## src/design/svf2_pkg.sv

```systemverilog
package svf2_pkg;

  localparam int COEF_WIDTH = 16;
  localparam int APB_ADDR_WIDTH = 4;
  localparam int APB_DATA_WIDTH = 32;

  localparam logic [COEF_WIDTH-1:0] FREQ_COEF_RESET = 16'd44862;
  localparam logic [COEF_WIDTH-1:0] DAMPING_RESET = 16'd32768;

  typedef enum logic [1:0] {
    REG_FREQ_COEF   = 2'd0,
    REG_DAMPING     = 2'd1,
    REG_FILTER_TYPE = 2'd2
  } reg_index_t;

  typedef enum logic [1:0] {
    FT_LOW   = 2'd0,
    FT_BAND  = 2'd1,
    FT_HIGH  = 2'd2,
    FT_NOTCH = 2'd3
  } filter_type_t;

  typedef struct packed {
    logic [COEF_WIDTH-1:0] freq_coef;
    logic [COEF_WIDTH-1:0] damping;
    filter_type_t          filter_type;
  } cfg_t;

  typedef enum logic [3:0] {
    ST_IDLE,
    ST_MUL_DB,
    ST_NOTCH,
    ST_MUL_FB,
    ST_LOW,
    ST_HIGH,
    ST_MUL_FH,
    ST_BAND,
    ST_OUT
  } state_t;

  typedef enum logic [3:0] {
    OP_NONE,
    OP_MUL_DB,
    OP_NOTCH,
    OP_MUL_FB,
    OP_LOW,
    OP_HIGH,
    OP_MUL_FH,
    OP_BAND,
    OP_OUT
  } op_t;

  typedef struct packed {
    logic load;
    logic second_pass;
    op_t  op;
  } cmd_t;

  typedef struct packed {
    logic out_busy;
  } sts_t;

endpackage

```

## src/design/svf2_if.sv

```systemverilog
interface svf2_in_if #(parameter int SAMPLE_WIDTH = 16);
  logic                           valid;
  logic                           ready;
  logic signed [SAMPLE_WIDTH-1:0] sample_in;
  logic                           block_last;

  modport source (output valid, output sample_in, output block_last, input ready);
  modport sink (input valid, input sample_in, input block_last, output ready);
endinterface

interface svf2_out_if #(parameter int SAMPLE_WIDTH = 16);
  logic                           valid;
  logic                           ready;
  logic signed [SAMPLE_WIDTH-1:0] sample_out;
  logic                           out_last;

  modport source (output valid, output sample_out, output out_last, input ready);
  modport sink (input valid, input sample_out, input out_last, output ready);
endinterface

```

## src/design/svf2_cfg.sv

```systemverilog
module svf2_cfg
  import svf2_pkg::*;
(
  input  logic                      clk,
  input  logic                      rst,
  input  logic                      psel,
  input  logic                      penable,
  input  logic                      pwrite,
  input  logic [APB_ADDR_WIDTH-1:0] paddr,
  input  logic [APB_DATA_WIDTH-1:0] pwdata,
  output logic [APB_DATA_WIDTH-1:0] prdata,
  output logic                      pready,
  output cfg_t                      cfg
);

  logic       wr_en;
  logic [1:0] index;

  assign pready = 1'b1;
  assign wr_en = psel && penable && pwrite;
  assign index = paddr[3:2];

  always_ff @(posedge clk) begin
    if (rst) begin
      cfg.freq_coef <= FREQ_COEF_RESET;
      cfg.damping <= DAMPING_RESET;
      cfg.filter_type <= FT_LOW;
    end else if (wr_en) begin
      unique case (index)
        REG_FREQ_COEF:   cfg.freq_coef <= pwdata[COEF_WIDTH-1:0];
        REG_DAMPING:     cfg.damping <= pwdata[COEF_WIDTH-1:0];
        REG_FILTER_TYPE: cfg.filter_type <= filter_type_t'(pwdata[1:0]);
        default:         ;
      endcase
    end
  end

  always_comb begin
    unique case (index)
      REG_FREQ_COEF:   prdata = APB_DATA_WIDTH'(cfg.freq_coef);
      REG_DAMPING:     prdata = APB_DATA_WIDTH'(cfg.damping);
      REG_FILTER_TYPE: prdata = APB_DATA_WIDTH'(cfg.filter_type);
      default:         prdata = '0;
    endcase
  end

endmodule

```

## src/design/svf2_ctrl.sv

```systemverilog
module svf2_ctrl
  import svf2_pkg::*;
(
  input  logic clk,
  input  logic rst,
  input  logic in_valid,
  output logic in_ready,
  input  sts_t sts,
  output cmd_t cmd
);

  state_t state, state_next;
  logic   second_pass, second_pass_next;

  always_ff @(posedge clk) begin
    if (rst) begin
      state <= ST_IDLE;
      second_pass <= 1'b0;
    end else begin
      state <= state_next;
      second_pass <= second_pass_next;
    end
  end

  always_comb begin
    state_next = state;
    second_pass_next = second_pass;
    in_ready = 1'b0;
    cmd.load = 1'b0;
    cmd.second_pass = second_pass;
    cmd.op = OP_NONE;
    unique case (state)
      ST_IDLE: begin
        in_ready = 1'b1;
        second_pass_next = 1'b0;
        if (in_valid) begin
          cmd.load = 1'b1;
          state_next = ST_MUL_DB;
        end
      end
      ST_MUL_DB: begin
        cmd.op = OP_MUL_DB;
        state_next = ST_NOTCH;
      end
      ST_NOTCH: begin
        cmd.op = OP_NOTCH;
        state_next = ST_MUL_FB;
      end
      ST_MUL_FB: begin
        cmd.op = OP_MUL_FB;
        state_next = ST_LOW;
      end
      ST_LOW: begin
        cmd.op = OP_LOW;
        state_next = ST_HIGH;
      end
      ST_HIGH: begin
        cmd.op = OP_HIGH;
        state_next = ST_MUL_FH;
      end
      ST_MUL_FH: begin
        cmd.op = OP_MUL_FH;
        state_next = ST_BAND;
      end
      ST_BAND: begin
        cmd.op = OP_BAND;
        if (second_pass) begin
          state_next = ST_OUT;
        end else begin
          second_pass_next = 1'b1;
          state_next = ST_MUL_DB;
        end
      end
      ST_OUT: begin
        // wait until the output register frees up
        if (!sts.out_busy) begin
          cmd.op = OP_OUT;
          state_next = ST_IDLE;
        end
      end
      default: state_next = ST_IDLE;
    endcase
  end

endmodule

```

## src/design/svf2_dp.sv

```systemverilog
module svf2_dp
  import svf2_pkg::*;
#(
  parameter int SAMPLE_WIDTH = 16,
  parameter int STATE_WIDTH = 24
) (
  input  logic                           clk,
  input  logic                           rst,
  input  cfg_t                           cfg,
  input  cmd_t                           cmd,
  output sts_t                           sts,
  input  logic signed [SAMPLE_WIDTH-1:0] sample_in,
  input  logic                           block_last,
  output logic                           out_valid,
  input  logic                           out_ready,
  output logic signed [SAMPLE_WIDTH-1:0] sample_out,
  output logic                           out_last
);

  localparam int FRAC = COEF_WIDTH - 1;
  localparam int PW = STATE_WIDTH + COEF_WIDTH + 1;
  localparam int RW = PW - FRAC;
  localparam int EW = ((STATE_WIDTH > SAMPLE_WIDTH) ? STATE_WIDTH : SAMPLE_WIDTH) + 3;
  localparam logic signed [PW-1:0] ROUND = PW'(1) <<< (FRAC - 1);
  localparam logic signed [EW-1:0] STATE_MAX = (EW'(1) <<< (STATE_WIDTH - 1)) - EW'(1);
  localparam logic signed [EW-1:0] SAMPLE_MAX = (EW'(1) <<< (SAMPLE_WIDTH - 1)) - EW'(1);

  function automatic logic signed [EW-1:0] clip(input logic signed [EW-1:0] v,
                                                 input logic signed [EW-1:0] lim);
    logic signed [EW-1:0] r;
    r = v;
    if (v > lim) r = lim;
    else if (v < ~lim) r = ~lim;
    return r;
  endfunction

  logic signed [SAMPLE_WIDTH-1:0] prev;
  logic signed [SAMPLE_WIDTH-1:0] mid;
  logic                           last_hold;
  logic signed [STATE_WIDTH-1:0]  lowpass, bandpass, notch, highpass;
  logic signed [PW-1:0]           prod;

  logic signed [SAMPLE_WIDTH:0]   mid_sum;
  logic [COEF_WIDTH-1:0]          coef_sel;
  logic signed [STATE_WIDTH-1:0]  opnd_sel;
  logic signed [PW-1:0]           prod_next;
  logic signed [PW-1:0]           prod_rsum;
  logic signed [RW-1:0]           prod_rnd;
  logic signed [EW-1:0]           rnd_ext, x_ext;
  logic signed [EW-1:0]           notch_next, low_next, high_next, band_next;
  logic signed [STATE_WIDTH-1:0]  sel;
  logic signed [STATE_WIDTH-1:0]  half;
  logic signed [EW-1:0]           out_next;

  assign mid_sum = (SAMPLE_WIDTH + 1)'(prev) + (SAMPLE_WIDTH + 1)'(sample_in);

  // shared multiplier operand select
  assign coef_sel = (cmd.op == OP_MUL_DB) ? cfg.damping : cfg.freq_coef;
  assign opnd_sel = (cmd.op == OP_MUL_FH) ? highpass : bandpass;
  assign prod_next = $signed({1'b0, coef_sel}) * opnd_sel;

  // round to the state lsb
  assign prod_rsum = prod + ROUND;
  assign prod_rnd = prod_rsum[PW-1:FRAC];
  assign rnd_ext = EW'(prod_rnd);
  assign x_ext = cmd.second_pass ? EW'(prev) : EW'(mid);

  assign notch_next = clip(x_ext - rnd_ext, STATE_MAX);
  assign low_next = clip(EW'(lowpass) + rnd_ext, STATE_MAX);
  assign high_next = clip(EW'(notch) - EW'(lowpass), STATE_MAX);
  assign band_next = clip(EW'(bandpass) + rnd_ext, STATE_MAX);

  always_comb begin
    unique case (cfg.filter_type)
      FT_LOW:   sel = lowpass;
      FT_BAND:  sel = bandpass;
      FT_HIGH:  sel = highpass;
      FT_NOTCH: sel = notch;
      default:  sel = notch;
    endcase
  end

  assign half = sel >>> 1;
  assign out_next = clip(EW'(half), SAMPLE_MAX);

  always_ff @(posedge clk) begin
    if (rst) begin
      prev <= '0;
      lowpass <= '0;
      bandpass <= '0;
    end else begin
      if (cmd.load) begin
        prev <= sample_in;
      end
      if (cmd.op == OP_LOW) begin
        lowpass <= low_next[STATE_WIDTH-1:0];
      end
      if (cmd.op == OP_BAND) begin
        bandpass <= band_next[STATE_WIDTH-1:0];
      end
    end
  end

  always_ff @(posedge clk) begin
    if (cmd.load) begin
      mid <= mid_sum[SAMPLE_WIDTH:1];
      last_hold <= block_last;
    end
    if (cmd.op == OP_MUL_DB || cmd.op == OP_MUL_FB || cmd.op == OP_MUL_FH) begin
      prod <= prod_next;
    end
    if (cmd.op == OP_NOTCH) begin
      notch <= notch_next[STATE_WIDTH-1:0];
    end
    if (cmd.op == OP_HIGH) begin
      highpass <= high_next[STATE_WIDTH-1:0];
    end
    if (cmd.op == OP_OUT) begin
      sample_out <= out_next[SAMPLE_WIDTH-1:0];
      out_last <= last_hold;
    end
  end

  // output register
  always_ff @(posedge clk) begin
    if (rst) begin
      out_valid <= 1'b0;
    end else if (cmd.op == OP_OUT) begin
      out_valid <= 1'b1;
    end else if (out_ready) begin
      out_valid <= 1'b0;
    end
  end

  assign sts.out_busy = out_valid && !out_ready;

endmodule

```

## src/design/state_variable_filter_2x_unit.sv

```systemverilog
// Two-times oversampled state variable filter. Each request runs the filter twice,
// first on the average of the previous and current sample, then on the current
// sample, and returns the selected low, band, high or notch output halved and
// saturated. A request is taken in the idle cycle; it then runs seven steps per pass
// through a single shared coefficient multiplier, and an out step writes the result
// to the output register once that register is free. The next request is taken in the
// cycle after the result is written, even if that result is still waiting; a
// result that is still waiting when the next one is ready stalls the block.
// Coefficients are to be written over the APB port only while idle; the block
// itself does not enforce this.
module state_variable_filter_2x_unit
  import svf2_pkg::*;
#(
  parameter int SAMPLE_WIDTH = 16,
  parameter int STATE_WIDTH = 24
) (
  input  logic                      clk,
  input  logic                      rst,
  svf2_in_if.sink                   din,
  svf2_out_if.source                dout,
  input  logic                      psel,
  input  logic                      penable,
  input  logic                      pwrite,
  input  logic [APB_ADDR_WIDTH-1:0] paddr,
  input  logic [APB_DATA_WIDTH-1:0] pwdata,
  output logic [APB_DATA_WIDTH-1:0] prdata,
  output logic                      pready
);

  cfg_t cfg;
  cmd_t cmd;
  sts_t sts;

  svf2_cfg u_cfg (
    .clk     (clk),
    .rst     (rst),
    .psel    (psel),
    .penable (penable),
    .pwrite  (pwrite),
    .paddr   (paddr),
    .pwdata  (pwdata),
    .prdata  (prdata),
    .pready  (pready),
    .cfg     (cfg)
  );

  svf2_ctrl u_ctrl (
    .clk      (clk),
    .rst      (rst),
    .in_valid (din.valid),
    .in_ready (din.ready),
    .sts      (sts),
    .cmd      (cmd)
  );

  svf2_dp #(
    .SAMPLE_WIDTH (SAMPLE_WIDTH),
    .STATE_WIDTH  (STATE_WIDTH)
  ) u_dp (
    .clk        (clk),
    .rst        (rst),
    .cfg        (cfg),
    .cmd        (cmd),
    .sts        (sts),
    .sample_in  (din.sample_in),
    .block_last (din.block_last),
    .out_valid  (dout.valid),
    .out_ready  (dout.ready),
    .sample_out (dout.sample_out),
    .out_last   (dout.out_last)
  );

endmodule

```

## src/flat_wrapper.sv

```systemverilog
// flat-port wrapper written by rule: the top's interface ports become plain ports
module state_variable_filter_2x_unit_flat import svf2_pkg::*;
#(
  parameter int SAMPLE_WIDTH = 16,
  parameter int STATE_WIDTH = 24
)
  (clk, rst, psel, penable, pwrite, paddr, pwdata, prdata, pready, din_valid, din_sample_in, din_block_last, din_ready, dout_valid, dout_sample_out, dout_out_last, dout_ready);
  svf2_in_if #(.SAMPLE_WIDTH(SAMPLE_WIDTH)) din_i ();
  svf2_out_if #(.SAMPLE_WIDTH(SAMPLE_WIDTH)) dout_i ();
  input  logic clk;
  input  logic rst;
  input  logic psel;
  input  logic penable;
  input  logic pwrite;
  input  logic [APB_ADDR_WIDTH-1:0] paddr;
  input  logic [APB_DATA_WIDTH-1:0] pwdata;
  output logic [APB_DATA_WIDTH-1:0] prdata;
  output logic pready;
  input wire logic [$bits(din_i.valid)-1:0] din_valid;
  input wire logic [$bits(din_i.sample_in)-1:0] din_sample_in;
  input wire logic [$bits(din_i.block_last)-1:0] din_block_last;
  output wire logic [$bits(din_i.ready)-1:0] din_ready;
  output wire logic [$bits(dout_i.valid)-1:0] dout_valid;
  output wire logic [$bits(dout_i.sample_out)-1:0] dout_sample_out;
  output wire logic [$bits(dout_i.out_last)-1:0] dout_out_last;
  input wire logic [$bits(dout_i.ready)-1:0] dout_ready;
  assign din_i.valid = din_valid;
  assign din_i.sample_in = din_sample_in;
  assign din_i.block_last = din_block_last;
  assign din_ready = din_i.ready;
  assign dout_valid = dout_i.valid;
  assign dout_sample_out = dout_i.sample_out;
  assign dout_out_last = dout_i.out_last;
  assign dout_i.ready = dout_ready;
  state_variable_filter_2x_unit #(.SAMPLE_WIDTH(SAMPLE_WIDTH), .STATE_WIDTH(STATE_WIDTH)) u_core (.clk(clk), .rst(rst), .din(din_i), .dout(dout_i), .psel(psel), .penable(penable), .pwrite(pwrite), .paddr(paddr), .pwdata(pwdata), .prdata(prdata), .pready(pready));
endmodule
```

## config.mk

```make
export PLATFORM = sky130hd
export DESIGN_NAME = state_variable_filter_2x_unit_flat
export DESIGN_NICKNAME = d
export VERILOG_FILES = /design/src/design/svf2_pkg.sv /design/src/design/svf2_if.sv /design/src/design/svf2_cfg.sv /design/src/design/svf2_ctrl.sv /design/src/design/svf2_dp.sv /design/src/design/state_variable_filter_2x_unit.sv /design/src/flat_wrapper.sv
export SDC_FILE = /design/constraint.sdc
export NUM_CORES = 2
export LEC_CHECK = 0
export BUFFER_PORTS_ARGS = -buffer_cell sky130_fd_sc_hd__buf_2
export CAP_MARGIN = 20
export CORE_MARGIN = 2
export CORE_UTILIZATION = 59
export CTS_CLUSTER_SIZE = 14
export DETAILED_ROUTE_END_ITERATION = 10
export GPL_TIMING_DRIVEN = 0
export HOLD_SLACK_MARGIN = 0.1
export PLACE_DENSITY = 0.8
export SLEW_MARGIN = 30
export SYNTH_ARGS = -nofsm -noshare
export SYNTH_HDL_FRONTEND = slang
export SYNTH_SLANG_ARGS = --single-unit
```

## constraint.sdc

```tcl
create_clock -name clk -period 7.4 [get_ports clk]
set_clock_uncertainty 0.1 [all_clocks]
set_input_delay 0.37 -clock clk [delete_from_list [all_inputs] [get_ports clk]]
set_output_delay 0.37 -clock clk [all_outputs]
set_load 0.01 [all_outputs]
```

; Word-level counts from Yosys, hierarchy flattened
; Cells that the tools add are included.
[classes]
n_addsub = 6
n_mul = 1
n_lt_le_gt_ge = 10
eq_ne = 23
n_mux = 24
n_reduce_logical = 15
[op_table]
columns = cell, count
row1 = 24-bit two-way mux, 7
row2 = 24-bit one-hot mux with 4 select lines, 1
row3 = "27-bit by 24-bit greater-than comparator with 1-bit output, second input constant", 3
row4 = "27-bit by 24-bit less-than comparator with 1-bit output, second input constant", 3
row5 = 24-bit by 26-bit adder with 27-bit output, 2
row6 = 16-bit one-hot mux with 3 select lines, 1
row7 = "41-bit by 16-bit adder with 41-bit output, second input constant", 1
row8 = 17-bit by 24-bit multiplier with 41-bit output, 1
row9 = 4-bit one-hot mux with 9 select lines, 1
row10 = "4-bit by 3-bit == test with 1-bit output, second input constant", 8
row11 = 16-bit two-way mux, 2
row12 = 4-bit one-hot mux with 8 select lines, 1
row13 = 27-bit two-way mux, 1
row14 = 27-bit by 26-bit subtractor with 27-bit output, 1
row15 = "25-bit by 24-bit greater-than comparator with 1-bit output, second input constant", 1
row16 = "25-bit by 24-bit less-than comparator with 1-bit output, second input constant", 1
row17 = 24-bit by 24-bit subtractor with 25-bit output, 1
row18 = "23-bit by 16-bit greater-than comparator with 1-bit output, second input constant", 1
row19 = "23-bit by 16-bit less-than comparator with 1-bit output, second input constant", 1
row20 = 16-bit by 16-bit adder with 17-bit output, 1
row21 = "4-bit by 2-bit == test with 1-bit output, second input constant", 4
row22 = 4-bit two-way mux, 4
row23 = "4-bit by 1-bit == test with 1-bit output, second input constant", 2
row24 = "4-bit == test, second input constant", 2
row25 = other kinds (12), 28
[word_totals]
ff_bits = 227
inputBits = 60
out_inout_bits = 52
elab_cells = 95

; Logic depth before layout (Yosys ltp)
[logic_depth]
word_depth = 7
ltp_mapped = 29
depth_no_buf = 27

; Modules after synthesis
; A second synthesis with hierarchy kept.
[unflattened]
cells_unflattened = 3255
area_unflattened_um2 = 29912.4
[by_module_without_submodules]
columns = mod, instances, cells_each, area_each_um2, seq_area_each_um2
row1 = svf2_dp, 1, 3021, 27725.3, 4574.4
row2 = svf2_cfg, 1, 201, 1869.3, 680.7
row3 = svf2_ctrl, 1, 33, 317.8, 100.1

; Worst setup path before layout
; OpenSTA, ideal clock, no wires.
[synth_path]
path_kind = reg2reg
from = reg u_core.u_ctrl.state[3]
to = reg u_core.u_dp.prod[24] (data pin)
setup_time_ps = 261
arrival_ps = 7700
required_ps = 7039
slack_ps = -660
stages_incl_launch_ff = 27
path_buffers = 3
synth_period_minus_slack_ps = 8060
cell_sequence = dfxtp_1 -> clkbuf_1 -> nand2b_1 -> nor3_1 -> clkbuf_1 -> mux2i_1 -> clkbuf_1 -> nor2_1 -> fa_1 -> inv_1 -> fa_1 -> fa_1 -> inv_1 -> fa_1 -> fa_1 -> inv_1 -> fa_1 -> inv_1 -> ha_1 -> a2111oi_0 -> nand3b_1 -> o21ai_1 -> o21ai_0 -> a21oi_1 -> nor2b_1 -> o21a_1 -> o311a_1
[synth_between]
elab_chain_len = 5
word_cells_on_any_way = 14
cone_classes = mul (1) / eq/ne (10) / mux (3)
[synth_rtl]
columns = element, line_no
row1 = from (decl), svf2_ctrl.sv:12  ; state_t state, state_next;
row2 = from (signal assigned), svf2_ctrl.sv:20  ; state <= state_next;
row3 = 4-bit == test (tied with other cells), svf2_ctrl.sv:32  ; unique case (state)
row4 = 4-bit one-hot mux with 8 select lines *, svf2_ctrl.sv:32
row5 = 4-bit by 1-bit == test with 1-bit output or 4-bit by 3-bit == test with 1-bit output (tied branches), "svf2_dp.sv:58, svf2_dp.sv:59"
row6 = 16-bit two-way mux or 24-bit two-way mux (tied branches), "svf2_dp.sv:58, svf2_dp.sv:59"
row7 = 17-bit by 24-bit multiplier with 41-bit output *, svf2_dp.sv:60  ; assign prod_next = $signed({1'b0, coef_sel}) * opnd_sel;
row8 = net u_core.u_dp.prod_next[24], svf2_dp.sv:46  ; logic signed [PW-1:0] prod_next;
row9 = to (signal assigned), svf2_dp.sv:110  ; prod <= prod_next;
row10 = to (decl), svf2_dp.sv:41  ; logic signed [PW-1:0] prod;
; The timed path passes the listed nets; every way through them passes the cells marked *.
; A chain may end at the register's enable or synchronous reset.

; Worst setup path after layout
; Ends and elaborated chain as after synthesis.

==> reports/metrics.cfg <==
[synth]
synthAdderAreaFrac=0.358
synthCells=3234
synth_ff_type=edfxtp_1
ys_types=88
seq_area_frac_synth=0.185
synth_edf_count=109
synth-xor-area-share=0.0431
synth_top_family_by_area=adder cells
syn_avg_cell_area_sq_um=8.93
synth_mux_area_frac=0.0589
synthSimpleGateAreaFrac=0.140
synth_warnings=0
synthArstFlopShare=0
synth-seq-cells=213
syn_area_sq_um=28900
synth_compound_area_frac=0.121

[placed_design]
placed_area_sq_um=30300
placedCellCount=3952
dp_hpwl_um=65500
place_ws_ns=-1.95
gp_congestion=0.979
port_buffers=75

[drt]
drt_iter0_drc=3003
num_vias=25204
first_pass_iters=6
ant_nets=0
routed_wl_um=89100
vias_per_cell=6.08
drc_errors=0
routedWlPerCell_um=21.5

[timing]
holdWs_ns=0.192
hold_viol=0
rsz0062_at_grt=yes
fmax_mhz=134
finalSetupTns_ns=-0.110
relSlewSlack=0.296
period_needed_ns=7.48
setup_viol=5
fin_crit_sh=1.01
setup_ws_ns=-0.0754
drv_slew=0
worst_slew_pin_slew_ns=1.05

[job]
cap_violations=0

[worst_setup_path]
r2r_start=u_core.u_ctrl.state[3]
end_kind=flip-flop
worstPathArrival_ns=7.67
cp.required_ns=7.60
critPathSlowestCell=fa_1
r2r_end=u_core.u_dp.prod[24]
rr_worst_depth=25
reg2reg_slack_ns=-0.08
endpoint=u_core.u_dp.prod[24]
cpPeakStageDelay_ns=0.56
crit_buf_inv=6
path_delay_family=adder cells
crit_start=u_core.u_ctrl.state[3]
startpoint_type=flip-flop
path_depth=25
crit_fanout=8
critPathKind=reg2reg
crit_top_cell=fa_1

[floorplanning]
coreArea_sq_um=48600
io-pin-count=112
dieWidth_um=225
die_h_um=225
die_area_sq_um=50700
initial_utilization=0.594
rows=81

[clocking]
numCtsBuffers=23
cts-root-buf=clkbuf_16
cts_tree=done
ctsHtreeMaxLevel=1
cts_sinks=213
insertion_delay_ns=0.55
cts_max_path_buffers=3
path_clk_slew_ns=0.06

[hold_path]
hp-start=paddr[2]
hold_class=in2reg

[global_route]
grt_max_degree=27
grt_pass1_vias=24622
antenna_found_initial=3
globalRouteTotalUtil=0.337
grt-ovfl-total=0
grt_pass1_wl_um=132000

[final_layout]
post-route-util=0.692
final_cells=4147
antenna_cells=0
fin_area_sq_um=33700
area_growth_pct=16.6
drive_gt1_frac=0.152
nFillCells=3398
fin_nets=4165

[run_status]
status=complete, but fails checks
violations=setup timing

[power]
p_leak_nw=15.5
power_density_nw_per_um2=122
peakVddDrop_mv=0.163
power_mw=4.09

-- state kept, by name (all words and copies together), names as in the netlist --
| name | cells |
|---|---|
| u_core.u_dp.last_hold | 1 |
| u_core.u_dp.out_last | 1 |
| u_core.u_cfg.cfg | 34 |
| u_core.u_dp.notch | 24 |
| u_core.u_dp.bandpass | 24 |
| u_core.u_dp.lowpass | 24 |
| u_core.u_ctrl.state | 4 |
| u_core.u_dp.out_valid | 1 |
| u_core.u_ctrl.second_pass | 1 |
| u_core.u_dp.highpass | 24 |
| u_core.u_dp.mid | 16 |
| u_core.u_dp.sample_out | 16 |
| u_core.u_dp.prod | 27 |
| u_core.u_dp.prev | 16 |
-- layer usage --
layer	routed length [um]	vias to the layer above	global-route usage
met1	33400	12126	0.442
met5	49	-	0
li1	-	11082	-
met2	39800	1591	0.528
met4	5670	6	0.171
met3	10200	399	0.0760
-- final cells by class --
type	instances	area, sq um	share of cell area
Multi-Input combinational cell	2351	21800	0.648
Sequential cell	213	5360	0.159
Inverter	554	2080	0.0618
Timing Repair Buffer	241	1880	0.0558
Buffer	124	963	0.0286
Tap cell	622	778	0.0231
Clock buffer	38	724	0.0215
Clock inverter	4	60.1	0.00178
-- synthesized netlist by cell type (4+ instances only) --
| master | count | area [sq um] |
|---|---|---|
| buf_1 | 8 | 30.0 |
| nor2_1 | 294 | 1100 |
| nor4_1 | 5 | 31.3 |
| o211ai_1 | 14 | 105 |
| and4_1 | 4 | 35.0 |
| a211oi_2 | 9 | 113 |
| dfxtp_1 | 104 | 2080 |
| nand2b_1 | 28 | 175 |
| o21bai_1 | 18 | 135 |
| o21a_1 | 27 | 203 |
| xor2_1 | 46 | 403 |
| fa_1 | 380 | 7610 |
| a21oi_1 | 152 | 761 |
| and2_1 | 12 | 75.1 |
| xnor2_1 | 96 | 841 |
| a31o_2 | 6 | 52.6 |
| or3_1 | 10 | 62.6 |
| mux4_2 | 23 | 518 |
| or2_2 | 5 | 31.3 |
| ha_1 | 217 | 2720 |
| clkbuf_1 | 89 | 334 |
| nand3_1 | 48 | 240 |
| nand4_1 | 12 | 75.1 |
| mux2_2 | 49 | 552 |
| a211oi_1 | 49 | 368 |
| o21ai_1 | 8 | 40.0 |
| edfxtp_1 | 109 | 3270 |
| nor2b_1 | 26 | 163 |
| buf_2 | 14 | 70.1 |
| buf_4 | 19 | 143 |
| nand2_1 | 397 | 1490 |
| mux2i_1 | 63 | 631 |
| nand3b_1 | 9 | 67.6 |
| o21ai_0 | 94 | 470 |
| nor3_1 | 35 | 175 |
| and3_1 | 29 | 181 |
| o31a_1 | 4 | 35.0 |
| a31oi_1 | 11 | 68.8 |
| a21o_1 | 62 | 465 |
| a211o_1 | 17 | 149 |
| inv_1 | 553 | 2080 |
| o31ai_1 | 9 | 67.6 |
| nor3b_1 | 5 | 37.5 |
-- worst register-to-register path, stage by stage (launching register included) --
cell	delay, ns
dfxtp_4	0.36
buf_4	0.14
nor3_4	0.24
buf_8	0.17
clkbuf_16	0.18
mux2i_4	0.42
buf_4	0.20
nor2_4	0.03
fa_1	0.51
inv_2	0.05
fa_1	0.54
fa_1	0.45
fa_1	0.56
inv_2	0.05
fa_1	0.55
fa_1	0.43
ha_1	0.32
and4_4	0.17
a221o_2	0.47
nand3b_1	0.23
o21ai_4	0.18
o21ai_2	0.10
a21oi_2	0.17
nor2b_2	0.07
o21a_1	0.19
o311a_1	0.33
-- logic make-up after synthesis --
group	after synthesis
DFF	213
adders and majority gates	600
other	2
buffers and inverters	686
AOI/OAI and AO/OA	526
muxes	135
and+or+nand+nor	930
xor gates and xnor gates	142
-- what timing repair did --
| action | 4_1_cts | 5_1_grt |
|---|---|---|
| buffers inserted | 64 | 58 |
| resized for setup | 190 | 116 |
| pin swaps | 24 | 67 |
| endpoints found under the setup margin | 27 | 19 |
| gates cloned | 2 | 4 |
| hold buffers | 35 | 0 |
| endpoints found under the hold margin | 53 | 0 |
-- cells in the final DEF, fill, tap and decap left out, types with 11 or more instances in the layout --
master	netlist	routed
nand2b_1	28	26
dlygate4sd3_1	0	35
fa_1	380	373
o21a_1	27	27
nand3_1	48	46
clkbuf_1	89	52
conb_1	2	17
and3_1	29	26
a211o_1	17	17
a211oi_2	9	11
clkbuf_16	0	30
xor2_1	46	46
mux4_2	23	23
nand2_1	397	393
edfxtp_1	109	109
a211oi_1	49	47
o211ai_1	14	14
nor2b_1	26	24
mux2_4	0	15
nand4_1	12	12
nor3_1	35	31
o21bai_1	18	17
and2_1	12	12
buf_2	14	94
ha_1	217	208
mux2i_1	63	29
xnor2_1	96	95
a21o_1	62	62
mux2_2	49	35
mux2i_4	0	29
o21ai_0	94	88
a21oi_2	2	13
inv_1	553	547
buf_12	0	13
buf_4	19	124
buf_6	1	25
dfxtp_1	104	101
a21oi_1	152	140
nor2_1	294	289
-- how the worst min path moves through the flow --
stage / to / slack [ns] / depth (start not counted)
final: u_core.u_cfg.cfg[19] / 0.19 / 4
after global routing: u_core.u_cfg.cfg[19] / 0.19 / 4
after CTS: u_core.u_cfg.cfg[5] / 0.15 / 4
after detailed placement: u_core.u_dp.out_last / 0.30 / 0
after global placement: u_core.u_dp.out_last / 0.30 / 0
after floorplan: u_core.u_dp.out_last / 0.30 / 0
-- power breakdown --
part / internal, mW / total [mW] / leakage, nW / switching, mW
clock: 0.707 / 1.23 / 0.385 / 0.519
combinational: 0.575 / 1.46 / 13.3 / 0.888
sequential: 1.35 / 1.40 / 1.85 / 0.0508
total: 2.64 / 4.09 / 15.5 / 1.46
Power figures use the tool's default switching activity.
